===== config.mk =====
export PLATFORM = sky130hd
export DESIGN_NAME = carrier_tape_pocket_counter
export DESIGN_NICKNAME = d
export VERILOG_FILES = /design/src/rtl/ctpc_pkg.sv /design/src/rtl/carrier_tape_pocket_counter.sv
export VERILOG_INCLUDE_DIRS = /design/src /design/src/rtl
export SDC_FILE = /design/constraint.sdc
export NUM_CORES = 1
export LEC_CHECK = 0
export ABC_AREA = 1
export ABC_CLOCK_PERIOD_IN_PS = 12000
export BUFFER_PORTS_ARGS = -buffer_cell sky130_fd_sc_hd__buf_2
export CELL_PAD_IN_SITES_DETAIL_PLACEMENT = 1
export CELL_PAD_IN_SITES_GLOBAL_PLACEMENT = 1
export CORE_ASPECT_RATIO = 1.1
export CORE_MARGIN = 2
export CORE_UTILIZATION = 47
export CTS_CLUSTER_DIAMETER = 150
export DETAILED_ROUTE_END_ITERATION = 10
export PLACE_DENSITY_LB_ADDON = 0.1
export SLEW_MARGIN = 40
export SYNTH_ARGS = -nofsm -noshare
export SYNTH_HDL_FRONTEND = slang
export SYNTH_SLANG_ARGS = --single-unit

===== constraint.sdc =====
create_clock -name clock -period 12 [get_ports clock]
set_input_delay 0 -clock clock [delete_from_list [all_inputs] [get_ports clock]]
set_output_delay 0 -clock clock [all_outputs]
set_load 0.005 [all_outputs]

===== src/rtl/carrier_tape_pocket_counter_assert.svh =====
// Assertion macros for the carrier tape pocket counter.
`ifndef CARRIER_TAPE_POCKET_COUNTER_ASSERT_SVH
`define CARRIER_TAPE_POCKET_COUNTER_ASSERT_SVH

// Same-cycle implication, checked outside reset.
`define CTPC_ASSERT_NOW(label, clk, rst, ante, cons) \
   label: assert property (@(posedge clk) disable iff (rst) (ante) |-> (cons)) \
      else $error("ctpc: same-cycle check failed");

// Next-cycle implication, checked outside reset.
`define CTPC_ASSERT_NEXT(label, clk, rst, ante, cons) \
   label: assert property (@(posedge clk) disable iff (rst) (ante) |=> (cons)) \
      else $error("ctpc: next-cycle check failed");

`endif


===== src/rtl/ctpc_pkg.sv =====
`default_nettype none
package ctpc_pkg;

   localparam int COUNT_BITS_DEFAULT = 16;
   localparam int OUT_BITS           = 16;
   localparam int RUN_BITS           = 8;
   localparam int THR_BITS           = 8;

   localparam logic [THR_BITS-1:0] LEAD_RUN_RESET  = 8'd3;
   localparam logic [THR_BITS-1:0] TRAIL_RUN_RESET = 8'd5;

   // register indexes on the csr port
   localparam logic CSR_LEAD_RUN  = 1'b0;
   localparam logic CSR_TRAIL_RUN = 1'b1;

   // request function codes
   localparam logic FUNC_HOLE  = 1'b0;
   localparam logic FUNC_CLEAR = 1'b1;

   typedef enum logic [1:0] {
      REGION_START = 2'd0,
      REGION_LEAD  = 2'd1,
      REGION_CHIPS = 2'd2,
      REGION_TRAIL = 2'd3
   } region_type;

endpackage
`default_nettype wire


===== src/rtl/carrier_tape_pocket_counter.sv =====
// The result word is registered: an accepted request word passes the input register, then
// the result register.
// Throughput: one word per cycle while the response is not stalled; the counter update is a single pass of short logic.
// A stalled response holds the result register, and the input register backs up behind it.
// Reset (synchronous, active high) clears all counts, the region, run and phase, and
// loads the thresholds with 3 (leading) and 5 (trailing).
`default_nettype none
`include "carrier_tape_pocket_counter_assert.svh"

module carrier_tape_pocket_counter #(
   parameter int COUNT_BITS = ctpc_pkg::COUNT_BITS_DEFAULT
) (
   input  wire logic                              clock,
   input  wire logic                              reset,
   input  wire logic                              req_valid,
   output logic                                   req_ready,
   input  wire logic                              req_func,
   input  wire logic                              req_chip_present,
   input  wire logic                              req_count_enable,
   output logic                                   rsp_valid,
   input  wire logic                              rsp_ready,
   output logic [ctpc_pkg::OUT_BITS-1:0]          rsp_holes_seen,
   output logic [ctpc_pkg::OUT_BITS-1:0]          rsp_lead_empties,
   output logic [ctpc_pkg::OUT_BITS-1:0]          rsp_chip_total,
   output logic [ctpc_pkg::OUT_BITS-1:0]          rsp_middle_empties,
   output logic [ctpc_pkg::OUT_BITS-1:0]          rsp_trail_empties,
   output logic [1:0]                             rsp_region,
   output logic                                   rsp_pocket_sampled,
   output logic                                   rsp_chip_in_trail_error,
   input  wire logic                              csr_we,
   input  wire logic                              csr_index,
   input  wire logic [ctpc_pkg::THR_BITS-1:0]     csr_wdata
);

   localparam int RB = ctpc_pkg::RUN_BITS;
   localparam int OB = ctpc_pkg::OUT_BITS;
   localparam logic [COUNT_BITS-1:0] CNT_MAX = '1;
   localparam logic [RB-1:0]         RUN_MAX = '1;

   // thresholds
   logic [ctpc_pkg::THR_BITS-1:0] lead_thr_ff, trail_thr_ff;

   // input register
   logic s1_valid_ff, s1_valid_in;
   logic s1_func_ff, s1_chip_ff, s1_en_ff;

   // counting state
   ctpc_pkg::region_type region_ff, region_in;
   logic [COUNT_BITS-1:0] hole_ff, hole_in;
   logic [COUNT_BITS-1:0] lead_ff, lead_in;
   logic [COUNT_BITS-1:0] chip_ff, chip_in;
   logic [COUNT_BITS-1:0] middle_ff, middle_in;
   logic [COUNT_BITS-1:0] trail_ff, trail_in;
   logic [RB-1:0]         run_ff, run_in;
   logic                  phase_ff, phase_in;

   // result register
   logic          rsp_valid_ff, rsp_valid_in;
   logic [OB-1:0] holes_out_ff, lead_out_ff, chip_out_ff, middle_out_ff, trail_out_ff;
   logic [1:0]    region_out_ff;
   logic          sampled_out_ff, err_out_ff;

   logic out_load, step, sample, sampled, err;
   logic [RB-1:0] run_bump;
   logic [COUNT_BITS:0] middle_sum;

   assign out_load  = !rsp_valid_ff || rsp_ready;
   assign step      = s1_valid_ff && out_load;
   assign req_ready = !s1_valid_ff || out_load;

   assign sample   = (s1_func_ff == ctpc_pkg::FUNC_HOLE) && s1_en_ff && !phase_ff;
   assign run_bump = (run_ff == RUN_MAX) ? run_ff : run_ff + 1'b1;
   assign middle_sum = {1'b0, middle_ff} + (COUNT_BITS+1)'(run_ff);

   function automatic logic [COUNT_BITS-1:0] sat_inc(input logic [COUNT_BITS-1:0] v);
      return (v == CNT_MAX) ? v : v + 1'b1;
   endfunction

   function automatic logic [OB-1:0] clamp_out(input logic [COUNT_BITS-1:0] v);
      logic [31:0] ext;
      ext = 32'(v);
      return (ext > 32'h0000_FFFF) ? '1 : ext[OB-1:0];
   endfunction

   // next region
   always_comb begin
      region_in = region_ff;
      if (s1_func_ff == ctpc_pkg::FUNC_CLEAR) begin
         region_in = ctpc_pkg::REGION_START;
      end else if (sample) begin
         unique case (region_ff)
            ctpc_pkg::REGION_START,
            ctpc_pkg::REGION_LEAD: begin
               if (s1_chip_ff) begin
                  region_in = ctpc_pkg::REGION_CHIPS;
               end else if (region_ff == ctpc_pkg::REGION_START && run_bump >= lead_thr_ff) begin
                  region_in = ctpc_pkg::REGION_LEAD;
               end
            end
            ctpc_pkg::REGION_CHIPS: begin
               if (!s1_chip_ff && run_bump >= trail_thr_ff) begin
                  region_in = ctpc_pkg::REGION_TRAIL;
               end
            end
            ctpc_pkg::REGION_TRAIL: region_in = ctpc_pkg::REGION_TRAIL;
            default: region_in = region_ff;
         endcase
      end
   end

   // counter updates and per-word flags
   always_comb begin
      hole_in   = hole_ff;
      lead_in   = lead_ff;
      chip_in   = chip_ff;
      middle_in = middle_ff;
      trail_in  = trail_ff;
      run_in    = run_ff;
      phase_in  = phase_ff;
      sampled   = 1'b0;
      err       = 1'b0;
      if (s1_func_ff == ctpc_pkg::FUNC_CLEAR) begin
         hole_in   = '0;
         lead_in   = '0;
         chip_in   = '0;
         middle_in = '0;
         trail_in  = '0;
         run_in    = '0;
         phase_in  = 1'b0;
      end else if (s1_en_ff) begin
         hole_in  = sat_inc(hole_ff);
         phase_in = !phase_ff;
         if (sample) begin
            sampled = 1'b1;
            unique case (region_ff)
               ctpc_pkg::REGION_START,
               ctpc_pkg::REGION_LEAD: begin
                  if (s1_chip_ff) begin
                     chip_in = sat_inc(chip_ff);
                     run_in  = '0;
                  end else begin
                     lead_in = sat_inc(lead_ff);
                     run_in  = run_bump;
                  end
               end
               ctpc_pkg::REGION_CHIPS: begin
                  if (s1_chip_ff) begin
                     middle_in = middle_sum[COUNT_BITS] ? CNT_MAX : middle_sum[COUNT_BITS-1:0];
                     chip_in   = sat_inc(chip_ff);
                     run_in    = '0;
                  end else begin
                     run_in = run_bump;
                     if (run_bump >= trail_thr_ff) begin
                        trail_in = COUNT_BITS'(run_bump);
                     end
                  end
               end
               ctpc_pkg::REGION_TRAIL: begin
                  if (s1_chip_ff) begin
                     err = 1'b1;
                  end else begin
                     trail_in = sat_inc(trail_ff);
                  end
               end
               default: err = 1'b0;
            endcase
         end
      end
   end

   always_comb begin
      s1_valid_in = s1_valid_ff;
      if (req_valid && req_ready) begin
         s1_valid_in = 1'b1;
      end else if (step) begin
         s1_valid_in = 1'b0;
      end
      rsp_valid_in = rsp_valid_ff;
      if (step) begin
         rsp_valid_in = 1'b1;
      end else if (rsp_ready) begin
         rsp_valid_in = 1'b0;
      end
   end

   always_ff @(posedge clock) begin
      if (reset) begin
         lead_thr_ff  <= ctpc_pkg::LEAD_RUN_RESET;
         trail_thr_ff <= ctpc_pkg::TRAIL_RUN_RESET;
      end else if (csr_we) begin
         unique case (csr_index)
            ctpc_pkg::CSR_LEAD_RUN:  lead_thr_ff  <= csr_wdata;
            ctpc_pkg::CSR_TRAIL_RUN: trail_thr_ff <= csr_wdata;
            default: lead_thr_ff <= lead_thr_ff;
         endcase
      end
   end

   always_ff @(posedge clock) begin
      if (reset) begin
         s1_valid_ff  <= 1'b0;
         rsp_valid_ff <= 1'b0;
         region_ff    <= ctpc_pkg::REGION_START;
         hole_ff      <= '0;
         lead_ff      <= '0;
         chip_ff      <= '0;
         middle_ff    <= '0;
         trail_ff     <= '0;
         run_ff       <= '0;
         phase_ff     <= 1'b0;
      end else begin
         s1_valid_ff  <= s1_valid_in;
         rsp_valid_ff <= rsp_valid_in;
         if (step) begin
            region_ff <= region_in;
            hole_ff   <= hole_in;
            lead_ff   <= lead_in;
            chip_ff   <= chip_in;
            middle_ff <= middle_in;
            trail_ff  <= trail_in;
            run_ff    <= run_in;
            phase_ff  <= phase_in;
         end
      end
   end

   // payload registers
   always_ff @(posedge clock) begin
      if (req_valid && req_ready) begin
         s1_func_ff <= req_func;
         s1_chip_ff <= req_chip_present;
         s1_en_ff   <= req_count_enable;
      end
      if (step) begin
         holes_out_ff   <= clamp_out(hole_in);
         lead_out_ff    <= clamp_out(lead_in);
         chip_out_ff    <= clamp_out(chip_in);
         middle_out_ff  <= clamp_out(middle_in);
         trail_out_ff   <= clamp_out(trail_in);
         region_out_ff  <= region_in;
         sampled_out_ff <= sampled;
         err_out_ff     <= err;
      end
   end

   assign rsp_valid               = rsp_valid_ff;
   assign rsp_holes_seen          = holes_out_ff;
   assign rsp_lead_empties        = lead_out_ff;
   assign rsp_chip_total          = chip_out_ff;
   assign rsp_middle_empties      = middle_out_ff;
   assign rsp_trail_empties       = trail_out_ff;
   assign rsp_region              = region_out_ff;
   assign rsp_pocket_sampled      = sampled_out_ff;
   assign rsp_chip_in_trail_error = err_out_ff;

   `CTPC_ASSERT_NOW(a_err_needs_sample, clock, reset,
      rsp_valid && rsp_chip_in_trail_error, rsp_pocket_sampled)
   `CTPC_ASSERT_NOW(a_err_only_in_trail, clock, reset,
      rsp_valid && rsp_chip_in_trail_error, rsp_region == 2'(ctpc_pkg::REGION_TRAIL))
   `CTPC_ASSERT_NEXT(a_clear_zeroes, clock, reset,
      step && s1_func_ff == ctpc_pkg::FUNC_CLEAR,
      hole_ff == '0 && phase_ff == 1'b0 && region_ff == ctpc_pkg::REGION_START)
   `CTPC_ASSERT_NEXT(a_phase_toggles, clock, reset,
      step && s1_func_ff == ctpc_pkg::FUNC_HOLE && s1_en_ff,
      phase_ff != $past(phase_ff))

endmodule
`default_nettype wire

## Word-level counts from Yosys, hierarchy flattened

Cells that the tools add are included.

- Bitwise gates (word level): 5
- Magnitude comparators: 2
- Reduce and logical (&&, ||, !) cells: 26
- Eq/ne operators: 8
- Add/sub/neg operators: 6
- Mux-type cells: 49

Operator list:

| kind | number |
|---|---|
| 16-bit 2-to-1 mux | 28 |
| 16-bit by 1-bit adder with 16-bit output (second input constant) | 4 |
| 16-bit equality test (second input constant) | 4 |
| 8-bit 2-to-1 mux | 6 |
| 16-bit one-hot mux with 2 select lines | 1 |
| 16-bit by 8-bit adder with 17-bit output | 1 |
| 8-bit >= comparator | 2 |
| 2-bit 2-to-1 mux | 5 |
| 2-bit nonzero test | 5 |
| 8-bit by 1-bit adder with 8-bit output (second input constant) | 1 |
| 8-bit equality test (second input constant) | 1 |
| 1-bit 2-to-1 mux | 8 |
| 1-bit logical AND | 6 |
| 2-bit one-hot mux with 3 select lines | 1 |
| 2-bit AND reduction | 3 |
| 1-bit NOT | 5 |
| 2-bit equality test (second input constant) | 2 |
| 1-bit zero test | 4 |
| 4-bit AND reduction | 1 |
| 2-bit OR reduction | 2 |
| 4-bit OR reduction | 1 |
| 3-bit OR reduction | 1 |
| 2-bit by 1-bit equality test with 1-bit output (second input constant) | 1 |
| 2-bit zero test | 1 |
| 1-bit logical OR | 2 |

- Word-level logic and storage cells: 119
- Bits of input ports: 17
- Bits in registers: 196
- Output and inout bits: 86

## Longest topological paths before layout

- Word-level depth: 9
- Depth in mapped cells: 23
- Gate-level depth less buffers: 22

## Worst setup path before layout

No wires, ideal clock.

- Path kind: reg-to-reg
- Start: register rsp_valid_ff, in the netlist rsp_valid
- End: register err_out_ff, in the netlist rsp_chip_in_trail_error, enable pin
- Stages on the path, launching flop included: 6
- Path buffers: 2
- Setup time: 481 ps
- Slack: 8,201 ps
- Required time: 11,519 ps
- Arrival: 3,319 ps
- Period minus slack after synthesis: 3,799 ps
- Path through: dfxtp_1 > nand2_1 > nand2_1 > inv_1 > clkbuf_1 > buf_1

- Cells in the longest elaborated chain, start to end: 3

RTL lines:

| item | line | RTL |
|---|---|---|
| start, declared | carrier_tape_pocket_counter.sv:58 | `logic rsp_valid_ff, rsp_valid_in;` |
| start signal, assigned | carrier_tape_pocket_counter.sv:213 | `rsp_valid_ff <= rsp_valid_in;` |
| 1-bit zero test | carrier_tape_pocket_counter.sv:67 | `assign out_load = !rsp_valid_ff \|\| rsp_ready;` |
| 1-bit logical OR | carrier_tape_pocket_counter.sv:67 |  |
| 1-bit logical AND | carrier_tape_pocket_counter.sv:68 | `assign step = s1_valid_ff && out_load;` |
| end signal, assigned | carrier_tape_pocket_counter.sv:242 | `err_out_ff <= err;` |
| end, declared | carrier_tape_pocket_counter.sv:61 | `logic sampled_out_ff, err_out_ff;` |

No other way between the ends.
A chain may end at the register's enable or synchronous reset.

## Worst setup path in the final report

- Start: register run_ff[0]
- End: register trail_out_ff[5], in the netlist rsp_trail_empties[5] (data pin)

- Cells in the longest elaborated chain, start to end: 9
- Elaborated cells between the ends (all ways): 10
- Classes of those cells: 1 x add/sub; 1 x order compare; 1 x eq/ne; 7 x mux

RTL lines:

| item | line | RTL |
|---|---|---|
| start, declared | carrier_tape_pocket_counter.sv:54 | `logic [RB-1:0] run_ff, run_in;` |
| start signal, assigned | carrier_tape_pocket_counter.sv:221 | `run_ff <= run_in;` |
| 8-bit by 1-bit adder with 8-bit output / 8-bit equality test (equally long branches) | carrier_tape_pocket_counter.sv:72 | `assign run_bump = (run_ff == RUN_MAX) ? run_ff : run_ff + 1'b1;` |
| 8-bit 2-to-1 mux * | carrier_tape_pocket_counter.sv:72 |  |
| 8-bit >= comparator | carrier_tape_pocket_counter.sv:153 | `if (run_bump >= trail_thr_ff) begin` |
| 16-bit 2-to-1 mux * | carrier_tape_pocket_counter.sv:153 |  |
| 16-bit 2-to-1 mux * | carrier_tape_pocket_counter.sv:147 | `if (s1_chip_ff) begin` |
| 16-bit one-hot mux with 2 select lines * | carrier_tape_pocket_counter.sv:135 | `unique case (region_ff)` |
| 16-bit 2-to-1 mux * | carrier_tape_pocket_counter.sv:133 | `if (sample) begin` |
| 16-bit 2-to-1 mux * | carrier_tape_pocket_counter.sv:130 | `end else if (s1_en_ff) begin` |
| 16-bit 2-to-1 mux * | carrier_tape_pocket_counter.sv:122 | `if (s1_func_ff == ctpc_pkg::FUNC_CLEAR) begin` |
| named net trail_in[5] | carrier_tape_pocket_counter.sv:53 | `logic [COUNT_BITS-1:0] trail_ff, trail_in;` |
| end signal, assigned | carrier_tape_pocket_counter.sv:239 | `trail_out_ff <= clamp_out(trail_in);` |
| end, declared | carrier_tape_pocket_counter.sv:59 | `logic [OB-1:0] holes_out_ff, lead_out_ff, chip_out_ff, middle_out_ff, trail_out_ff;` |

Mark *: on every way through the listed nets, which the timed path passes. The rest lies on a longest branch.

==> results.md <==
* Status: finished, final reports clean
* Max-Cap Viols at 0
* Logic pwr share at 9.9%
* VDD IR-drop max at 0.0884 mV
* Reg2reg end: rsp_trail_empties[5]
* Clock sinks at 196
* Total chip power at 1.51 mW
* Hold/Removal Path Class: primary input to flip-flop
* Leak Pwr at 5.31 nW
* CTS Root Cell: clkbuf_16
* Final Wtd Congestion at 0.853
* Setup Slack @ Placement at 8360 ps
* R2r setup slk at 8300 ps
* Net Sw Frac at 27.1%
* Final Routed Wirelength at 29300 µm
* Hpwl dp at 21000 µm
* CP Launch Type: flip-flop
* Detail Route Antenna Nets at 0
* Initial DRC count at 405
* Setup ws final at 8300 ps
* RSZ-0062 raised after global routing: no
* Seq pwr share at 50.4%
* Placed Instance Area at 0.0113 mm²
* Worst-path clk slew at 80 ps
* Critical Path AT at 3870 ps
* Max incr delay on CP at 540 ps
* Synth Register Bits at 196
* I/O Buffers at 102
* Final Skew at 12.9 ps
* Mapped Nets at 1417
* Rel. slew slack at 51.8%
* Core Rows at 57
* Longest Clk Path Bufs at 2
* Slew Limit Fails at 0
* Layout cells sized above 1 at 12.8%
* Setup TNS at 0 ps
* First-pass GRT wire length at 48300 µm
* Core area at 0.0221 mm²
* H-tree levels at 4
* Post-Syn Area at 0.0106 mm²
* Vias/cell at 5.38
* Crit Path Category: flip-flop to flip-flop
* Sequential element share of the synthesized area at 45.2%
* DR WL/cell at 16.6 µm
* Setup Buffers After CTS at 0
* Vias in the first global route at 9584
* Psw at 0.409 mW
* Number of synthesized flops with an enable pin at 87
* Synth top area cells: edfxtp_1 25%, dfxtp_1 21%, nand2_1 9.4%, o21ai_0 7.2%, inv_1 7.0%
* Total congestion overflow at 0
* Final nets at 1508
* DRC errors left at 0
* Syn. warnings at 0
* Tot GR Track Use at 25.1%
* Pwr/cell area at 125 mW/mm²
* Hold Fails Final Rpt at 0
* TritonRoute pass-1 iters at 5
* CTS tree: done
* CTS Buf Count at 17
* Yosys top cell by area: edfxtp_1
* Fillers at 2784
* Clock latency on the worst-skew pair at 440 ps
* CP required at 12170 ps
* Die W at 147 µm
* Ys async rst share at 0%
* Crit end category: flip-flop
* WHS Path Cells at 2
* Reg2reg start: run_ff[0]
* Vias post-DR at 9515
* Initial antenna violation count at 0
* Area grow syn2layout at 13.9%
* Fmax at 0.270 GHz
* Crit share post-route at 30.8%
* Largest net degree at the start of global routing at 150
* Internal power at 1.10 mW
* # diodes at 0
* Top-area cell type share of the netlist area at 24.7%
* Mapped Avg Cell Area at 7.73 µm²
* Post-layout min period at 3700 ps
* Synth Instances at 1370
* Crit-path cells: ha_1 > nand2_1 > inv_1 > nand4_1 > o21ai_0 > ha_1 > nand2_1 > nand3_1 > nand2_1 > nand2_1 > nand2_1 > nand2_1 > nand2_1 > inv_1 > nand2_1 > nand3_1 > nand3_1 > o21ai_0
* I/O pin count at 103
* Starting Density at 47.9%
* Setup violations, final at 0
* Hold Path End: trail_ff[13]
* Post-synthesis cell type count at 53
* Clock power frac at 39.8%
* Slew @ Worst Pin at 722 ps
* Die height at 161 µm
* WHS at 53.7 ps
* Die area at 0.0238 mm²
* Post-route cell area at 0.0121 mm²
* Hold Path Origin: reset
* Critical Path Most Common Cell: nand2_1
* Slowest CP cell: o21ai_0
* Main flop type after synthesis: dfxtp_1
* FF-to-FF path depth at 18
* Critical Path Fanout Max at 12
-- power groups by stage --
stage	clock (mW)	combinational [mW]	sequential (mW)
detailed placement	0	0.146	0.776
finish	0.601	0.149	0.761
floorplan	0	0.0976	0.771
CTS	0.613	0.151	0.761
global placement	0	0.139	0.775
global route	0.637	0.170	0.766
-- metrics by stage --
step | util (%) | instances
after floorplan | - | 1370
after global placement | 51.0 | 1721
after detailed placement | 51.1 | 1721
after CTS | 54.6 | 1769
after global routing | 54.6 | 1769
final | 54.6 | 1769
-- state kept, by name (all words and copies together) (netlist names), 16 cells and up --
| name | flops |
|---|---|
| trail_ff | 16 |
| rsp_holes_seen | 16 |
| rsp_middle_empties | 16 |
| chip_ff | 16 |
| rsp_chip_total | 16 |
| lead_ff | 16 |
| rsp_trail_empties | 16 |
| hole_ff | 16 |
| middle_ff | 16 |
| rsp_lead_empties | 16 |
-- synthesized netlist by cell type (5+ instances only) --
master and n:
clkbuf_1 37, nand3b_1 14, ha_1 29, nor3_1 24
nor2_2 5, o21ai_1 5, inv_1 198, o21ai_0 152
nand2_1 266, a31o_2 7, xor2_1 17, inv_2 7
edfxtp_1 87, nor3_2 5, nand2_2 5, nand4_1 18
nand3_1 117, nor2_1 82, dfxtp_1 109, a21oi_1 121
-- critical path, delay by kind of cell, from the launching register on --
kind	cells	cell delay (ps)
simple gates	12	1460
compound gates	2	620
fa+ha+maj	2	570
flops	1	450
buf+inv	2	320
-- cell usage in the layout (no fill, tap or decap), types with 7 or more instances in the layout --
master	n
dlygate4sd3_1	16
inv_2	8
clkbuf_16	17
nor3_1	24
a31o_2	7
nand4_1	18
edfxtp_1	87
ha_1	29
nor2_1	82
o21ai_0	152
dfxtp_1	109
nand3b_1	14
a21oi_1	121
xor2_1	17
nand3_1	117
inv_1	196
nand2_1	266
buf_2	102
-- layout make-up --
class,count,area (µm²),area share [%]
inverter,208,802,6.65
multi-input combinational,917,4790,39.7
sequential,196,4790,39.7
timing repair buffer,121,697,5.77
clock buffer,17,425,3.52
clock inverter,15,188,1.56
tap,295,369,3.06
-- worst max-delay path by stage --
stage               startpoint                       to
global placement     run_ff[0]     rsp_trail_empties[5]
floorplan            rsp_valid  rsp_chip_in_trail_error
global route         run_ff[0]     rsp_trail_empties[5]
CTS                  run_ff[0]     rsp_trail_empties[5]
detailed placement   run_ff[0]     rsp_trail_empties[5]
finish               run_ff[0]     rsp_trail_empties[5]
-- repair_timing --
action                    4_1_cts  5_1_grt
hold buffers                   16        0
hold endpoints to repair       24        0
resized for setup               0        0
-- logic make-up after synthesis --
logic type      share of synthesized area [%]
compound gates                           15.3
buf+inv                                  9.52
simple gates                             24.8
xor+xnor                                 1.49
flops                                    45.2
fa+ha+maj                                3.61
-- per-layer routing --
layer	wire length [µm]	share of wire, %	track usage (%)	vias up
met4	613	2.1	7.91	0
li1	-	-	-	4746
met2	15200	52	45.9	146
met1	12700	43	31.1	4583
met5	0	0	0	-
met3	774	2.6	2.82	40
No activity file was read; power rests on OpenSTA's default activity.
